File: src/rtl/rmq_pkg.sv
`default_nettype none

package rmq_pkg;

	localparam int ROT_FRAC_BITS = 14;
	localparam int ROT_W = 16;
	localparam int QUAT_W_W = 15;
	localparam int POS_W = 32;
	localparam int ONE = 1 << ROT_FRAC_BITS;

	// The diagonal sum of 1.0 and three signed elements needs two guard bits.
	localparam int SUM_W = ROT_W + 2;
	localparam int DIFF_W = ROT_W + 1;
	localparam int MAG_IN_W = SUM_W - 1;
	localparam int RAD_W = ((MAG_IN_W + ROT_FRAC_BITS - 2 + 1) / 2) * 2;
	localparam int ROOT_W = RAD_W / 2;
	localparam int REM_W = ROOT_W + 3;

	// Root bits resolved per pipeline stage; ROOT_W must be a multiple of it.
	localparam int BITS_PER_STAGE = 3;
	localparam int SQ_STAGES = ROOT_W / BITS_PER_STAGE;
	localparam int LAST = SQ_STAGES + 2;

	localparam int LANES = 4;
	localparam int LANE_W = 0;
	localparam int LANE_X = 1;
	localparam int LANE_Y = 2;
	localparam int LANE_Z = 3;

	typedef struct packed {
		logic [RAD_W-1:0] rad;
		logic [REM_W-1:0] rem;
		logic [ROOT_W-1:0] root;
	} sq_t;

	// One digit of a restoring square root: brings down two radicand bits and
	// decides one root bit.
	function automatic sq_t sqrt_step(input sq_t a);
		sq_t r;
		logic [REM_W-1:0] rem_n;
		logic [REM_W-1:0] trial;
		rem_n = {a.rem[REM_W-3:0], a.rad[RAD_W-1:RAD_W-2]};
		trial = REM_W'({a.root, 2'b01});
		r.rad = {a.rad[RAD_W-3:0], 2'b00};
		if (rem_n >= trial) begin
			r.rem = rem_n - trial;
			r.root = {a.root[ROOT_W-2:0], 1'b1};
		end else begin
			r.rem = rem_n;
			r.root = {a.root[ROOT_W-2:0], 1'b0};
		end
		return r;
	endfunction

endpackage

`default_nettype wire

File: src/rtl/rotation_matrix_to_quaternion.sv
`default_nettype none

// Converts a 3x4 pose matrix (rotation in signed Q1.14, translation in signed
// Q16.16) into a unit quaternion in Q1.14 and passes the translation through.
// Each quaternion magnitude is floor(sqrt(S << 12)) for its signed diagonal
// sum S, clamped at zero and saturated to 1.0; x, y and z take the sign of
// their off-diagonal difference, with zero counted as positive, and w is never
// negative. The pipeline has seven register stages: one forms the sums, five
// run the square root three root bits at a time, and one saturates and signs
// the result. A matrix is taken every cycle unless a stalled output has filled
// every stage, and its result is offered from the registers of the last stage.
// Each stage holds its item while the next one is full and cannot move on, so
// a stalled output only blocks the input once every stage is occupied.
module rotation_matrix_to_quaternion import rmq_pkg::*; (
	input  logic                clk,
	input  logic                arst_n,
	input  logic                in_valid,
	output logic                in_ready,
	input  logic [ROT_W-1:0]    rot_00,
	input  logic [ROT_W-1:0]    rot_01,
	input  logic [ROT_W-1:0]    rot_02,
	input  logic [ROT_W-1:0]    rot_10,
	input  logic [ROT_W-1:0]    rot_11,
	input  logic [ROT_W-1:0]    rot_12,
	input  logic [ROT_W-1:0]    rot_20,
	input  logic [ROT_W-1:0]    rot_21,
	input  logic [ROT_W-1:0]    rot_22,
	input  logic [POS_W-1:0]    trans_x,
	input  logic [POS_W-1:0]    trans_y,
	input  logic [POS_W-1:0]    trans_z,
	output logic                out_valid,
	input  logic                out_ready,
	output logic [ROT_W-1:0]    quat_x,
	output logic [ROT_W-1:0]    quat_y,
	output logic [ROT_W-1:0]    quat_z,
	output logic [QUAT_W_W-1:0] quat_w,
	output logic [POS_W-1:0]    pos_x,
	output logic [POS_W-1:0]    pos_y,
	output logic [POS_W-1:0]    pos_z
);

	localparam logic signed [SUM_W-1:0] ONE_SUM = SUM_W'(ONE);
	localparam logic [ROOT_W-1:0] ONE_ROOT = ROOT_W'(ONE);

	logic [1:LAST] v_s;
	logic [1:LAST] en;

	sq_t sq_s [1:LAST-1][LANES];
	sq_t sq_nxt [2:LAST-1][LANES];
	logic [2:0] neg_s [1:LAST-1];
	logic [POS_W-1:0] pos_s [1:LAST][3];

	logic signed [SUM_W-1:0] e00, e11, e22;
	logic signed [SUM_W-1:0] sum [LANES];
	logic [RAD_W-1:0] rad_in [LANES];
	logic [DIFF_W-1:0] dx, dy, dz;

	logic [ROOT_W-1:0] mag [LANES];
	logic [ROT_W-1:0] qx_nxt, qy_nxt, qz_nxt;
	logic [ROT_W-1:0] quat_x_s7, quat_y_s7, quat_z_s7;
	logic [QUAT_W_W-1:0] quat_w_s7;

	// A stage may load when it is empty or its item moves on in this cycle.
	always_comb begin
		en[LAST] = !v_s[LAST] || out_ready;
		for (int k = LAST - 1; k >= 1; k--) begin
			en[k] = !v_s[k] || en[k+1];
		end
	end

	assign in_ready = en[1];
	assign out_valid = v_s[LAST];

	always_ff @(posedge clk or negedge arst_n) begin
		if (!arst_n) begin
			v_s <= '0;
		end else begin
			if (en[1]) begin
				v_s[1] <= in_valid;
			end
			for (int k = 2; k <= LAST; k++) begin
				if (en[k]) begin
					v_s[k] <= v_s[k-1];
				end
			end
		end
	end

	always_comb begin
		e00 = {{(SUM_W-ROT_W){rot_00[ROT_W-1]}}, rot_00};
		e11 = {{(SUM_W-ROT_W){rot_11[ROT_W-1]}}, rot_11};
		e22 = {{(SUM_W-ROT_W){rot_22[ROT_W-1]}}, rot_22};
		sum[LANE_W] = ONE_SUM + e00 + e11 + e22;
		sum[LANE_X] = ONE_SUM + e00 - e11 - e22;
		sum[LANE_Y] = ONE_SUM - e00 + e11 - e22;
		sum[LANE_Z] = ONE_SUM - e00 - e11 + e22;
		for (int l = 0; l < LANES; l++) begin
			if (sum[l][SUM_W-1]) begin
				rad_in[l] = '0;
			end else begin
				rad_in[l] = RAD_W'({sum[l][MAG_IN_W-1:0], {(ROT_FRAC_BITS-2){1'b0}}});
			end
		end
		dx = {rot_21[ROT_W-1], rot_21} - {rot_12[ROT_W-1], rot_12};
		dy = {rot_02[ROT_W-1], rot_02} - {rot_20[ROT_W-1], rot_20};
		dz = {rot_10[ROT_W-1], rot_10} - {rot_01[ROT_W-1], rot_01};
	end

	always_comb begin
		sq_t t;
		for (int k = 2; k <= LAST - 1; k++) begin
			for (int l = 0; l < LANES; l++) begin
				t = sq_s[k-1][l];
				for (int b = 0; b < BITS_PER_STAGE; b++) begin
					t = sqrt_step(t);
				end
				sq_nxt[k][l] = t;
			end
		end
	end

	always_comb begin
		for (int l = 0; l < LANES; l++) begin
			if (sq_s[LAST-1][l].root > ONE_ROOT) begin
				mag[l] = ONE_ROOT;
			end else begin
				mag[l] = sq_s[LAST-1][l].root;
			end
		end
		qx_nxt = neg_s[LAST-1][0] ? ROT_W'(0) - ROT_W'(mag[LANE_X]) : ROT_W'(mag[LANE_X]);
		qy_nxt = neg_s[LAST-1][1] ? ROT_W'(0) - ROT_W'(mag[LANE_Y]) : ROT_W'(mag[LANE_Y]);
		qz_nxt = neg_s[LAST-1][2] ? ROT_W'(0) - ROT_W'(mag[LANE_Z]) : ROT_W'(mag[LANE_Z]);
	end

	always_ff @(posedge clk) begin
		if (en[1]) begin
			for (int l = 0; l < LANES; l++) begin
				sq_s[1][l] <= '{rad: rad_in[l], rem: '0, root: '0};
			end
			neg_s[1] <= {dz[DIFF_W-1], dy[DIFF_W-1], dx[DIFF_W-1]};
			pos_s[1][0] <= trans_x;
			pos_s[1][1] <= trans_y;
			pos_s[1][2] <= trans_z;
		end
		for (int k = 2; k <= LAST - 1; k++) begin
			if (en[k]) begin
				sq_s[k] <= sq_nxt[k];
				neg_s[k] <= neg_s[k-1];
				pos_s[k] <= pos_s[k-1];
			end
		end
		if (en[LAST]) begin
			quat_x_s7 <= qx_nxt;
			quat_y_s7 <= qy_nxt;
			quat_z_s7 <= qz_nxt;
			quat_w_s7 <= QUAT_W_W'(mag[LANE_W]);
			pos_s[LAST] <= pos_s[LAST-1];
		end
	end

	assign quat_x = quat_x_s7;
	assign quat_y = quat_y_s7;
	assign quat_z = quat_z_s7;
	assign quat_w = quat_w_s7;
	assign pos_x = pos_s[LAST][0];
	assign pos_y = pos_s[LAST][1];
	assign pos_z = pos_s[LAST][2];

endmodule

`default_nettype wire

File: config.mk
export PLATFORM = sky130hd
export DESIGN_NAME = rotation_matrix_to_quaternion
export DESIGN_NICKNAME = d
export VERILOG_FILES = /design/src/rtl/rmq_pkg.sv /design/src/rtl/rotation_matrix_to_quaternion.sv
export SDC_FILE = /design/constraint.sdc
export NUM_CORES = 2
export LEC_CHECK = 0
export BUFFER_PORTS_ARGS = -buffer_cell sky130_fd_sc_hd__buf_4
export CORE_UTILIZATION = 63
export CTS_CLUSTER_SIZE = 10
export DETAILED_ROUTE_END_ITERATION = 10
export PLACE_DENSITY = 0.78
export REMOVE_ABC_BUFFERS = 1
export SLEW_MARGIN = 20
export SYNTH_ARGS = -nofsm -noshare
export SYNTH_HDL_FRONTEND = slang
export SYNTH_SLANG_ARGS = --single-unit
File: constraint.sdc
create_clock -name clk -period 28.7 [get_ports clk]
set_input_delay 7.175 -clock clk [delete_from_list [all_inputs] [get_ports clk]]
set_output_delay 7.175 -clock clk [all_outputs]
set_load 0.05 [all_outputs]
==> impl_metrics.tcl <==
set metrics [dict create \
    firstDrtPassIters 7 \
    status "complete, no violations" \
    die_x_um 354 \
    port_buffers 404 \
    fmax_ghz 0.0571 \
    grt_pass1_wl_mm 277 \
    post_dp_cell_area_um2 82300 \
    postCtsResizedCells 0 \
    cts_tree "done" \
    slew_headroom 0.263 \
    dieArea_um2 125000 \
    vias_per_cell 6.02 \
    worst_slew_pin_slew_ns 1.11 \
    numCtsBuffers 157 \
    grt_pass1_vias 52827 \
    drtIter0Drc 4176 \
    ys_seq_area_frac 0.511 \
    wirelength_mm 177 \
    gp_congestion 0.947 \
    gr-total-overflow 0 \
    ys_ff_latch 1332 \
    wire_per_inst_um 19.8 \
    cap_viol_max_count 0 \
    required_ns 21.52 \
    clock_path_buffers 3 \
    cts_root_buffer "clkbuf_16" \
    fin_crit_ns 17.50 \
    start_util 0.639 \
    grt_max_degree 160 \
    clock-sinks 1332 \
    route.vias.total 53762 \
    cp-end-kind "primary output" \
    rr_worst_depth 38 \
    setup_tns_ns 0 \
    rsz0062_at_grt "false" \
    die_y_um 354 \
    final_hold_viol_count 0 \
    final_area_um2 86900 \
    setup_violations 0 \
    crit_top_cell "buf_4" \
    async_reset_ff_frac 0.00526 \
    worstPathMaxFanout 15 \
    path_clk_slew_ns 0.05 \
    r2r-start "sq_s[0][1008]$_DFFE_PP_" \
    final_nets 8167 \
    synth_ff_type "edfxtp_1" \
    row_count 128 \
    synth_edf_count 1325 \
    final_cell_mix "1,325 x edfxtp_1, 600 x ha_1, 505 x inv_1" \
    drc 0 \
    coreArea_um2 122000 \
    finalMaxSlewViolations 0 \
    max_stage_delay_ns 0.81 \
    io_pins 405 \
    reg2reg_slack_ns 18.35 \
    syn_inst 6860 \
    crit_start "out_ready" \
    path_cells "buf_4 -> nor2b_1 -> nand3_4 -> nor2_1 -> nand4_1 -> buf_4" \
    h-tree-depth 4 \
    final_common_cell "edfxtp_1" \
    antenna_found_initial 13 \
    fin_crit_sh 0.610 \
    critPathSlowestCell "nand4_1" \
    synth.avg_cell_area_um2 11.4 \
    cts_hold_buf 0 \
    r2r_end "sq_s[0][1284]$_DFFE_PP_" \
    hpwl_mm 125 \
    critPathLaunchType "input port" \
    netlist_area_um2 78200 \
    drive_gt1_frac 0.117 \
    syn_to_final_growth_pct 11.2 \
    yosys_warnings 0 \
    cts_post_setup_buffers_inserted 0 \
    hp-class "register to register" \
    skew_ns 0.0564 \
    track_usage 0.276 \
    postLayoutCoreUtil 0.710 \
    cp-endpoint "in_ready" \
    synth_cell_types 114 \
    cp_data_arrival_time_ns 10.33 \
    timing_worst_setup_path_type "input port to primary output" \
    antenna_left 0 \
    worstSkewPairLatency_ns 0.84 \
]
-- logic make-up (layout without fill, tap and decap cells) --
| family | after synthesis | count (layout) | share of synthesized area |
|---|---|---|---|
| flip-flops | 1332 | 1332 | 0.511 |
| multiplexers | 167 | 167 | 0.0234 |
| other | 0 | 12 | 0 |
| buffers and inverters | 734 | 1163 | 0.0406 |
| adder cells (fa/ha/maj) | 682 | 682 | 0.117 |
| AO/OA/AOI/OAI | 1560 | 1560 | 0.129 |
| XOR/XNOR | 510 | 510 | 0.0576 |
| AND/OR/NAND/NOR | 1875 | 1875 | 0.121 |
-- cells in the mapped netlist, drive strengths merged, types with 53 or more instances --
| master | instances | area [um^2] |
|---|---|---|
| a21o | 138 | 1040 |
| a21oi | 454 | 2280 |
| buf | 115 | 853 |
| clkbuf | 101 | 379 |
| edfxtp | 1325 | 39800 |
| fa | 82 | 1640 |
| ha | 600 | 7510 |
| inv | 509 | 1910 |
| mux2 | 114 | 1280 |
| mux2i | 53 | 543 |
| nand2 | 405 | 1530 |
| nand2b | 99 | 619 |
| nand3 | 113 | 571 |
| nor2 | 505 | 1900 |
| nor2b | 121 | 757 |
| nor3 | 170 | 878 |
| nor4 | 78 | 500 |
| o21a | 81 | 608 |
| o21ai | 341 | 1710 |
| o21bai | 63 | 473 |
| o31ai | 53 | 403 |
| or2 | 64 | 400 |
| or3 | 60 | 375 |
| xnor2 | 335 | 2950 |
| xor2 | 174 | 1520 |
-- flip-flops by register name (all words and copies together) (netlist names) --
signal	flops
quat_x	16
quat_y	16
v_s	7
sq_s	572
pos_s	672
neg_s	18
quat_z	16
quat_w	15
-- stage by stage --
step | instances | setup slack, ns | hold slack, ns
final | 8926 | 11.20 | 0.382
after global routing | 8924 | 11.00 | 0.385
after CTS | 8914 | 11.15 | 0.375
after detailed placement | 8707 | 11.26 | 0.405
after floorplan | 6644 | 2.37 | 0.400
after global placement | 8707 | 11.47 | 0.400
-- final cells by class --
class	count	area, um^2
tap	1625	2030
antenna	12	30.0
fill	8336	35400
sequential	1332	40000
multi-input combinational	4794	35100
clock buffer	174	3990
inverter	518	1960
clock inverter	33	534
timing repair buffer	438	3300
-- worst min-delay path by stage --
stage                              end                    start  cells after the start
3_3_place_gp   pos_s[0][542]$_DFFE_PP_  pos_s[0][446]$_DFFE_PP_                      0
2_1_floorplan   neg_s[0][10]$_DFFE_PP_    neg_s[0][7]$_DFFE_PP_                      0
5_1_grt        pos_s[0][469]$_DFFE_PP_  pos_s[0][373]$_DFFE_PP_                      0
3_5_place_dp   pos_s[0][222]$_DFFE_PP_  pos_s[0][126]$_DFFE_PP_                      0
4_1_cts        pos_s[0][321]$_DFFE_PP_  pos_s[0][225]$_DFFE_PP_                      0
6_report       pos_s[0][321]$_DFFE_PP_  pos_s[0][225]$_DFFE_PP_                      0
-- metal layers --
metal | share of wire | vias to the layer above | global-route usage
met5 | 0.00022 | - | 0
met4 | 0.037 | 6 | 0.112
met3 | 0.053 | 379 | 0.0386
met2 | 0.50 | 1778 | 0.481
met1 | 0.41 | 25677 | 0.347
li1 | - | 25922 | -
-- worst max-delay path: cells and delay by family --
kind | cells | cell delay [ns]
and+or+nand+nor | 4 | 2.51
buffers and inverters | 2 | 0.60
Power is not shown: default switching activity piles up to over one toggle a cycle in this logic, so the estimate is an artifact.
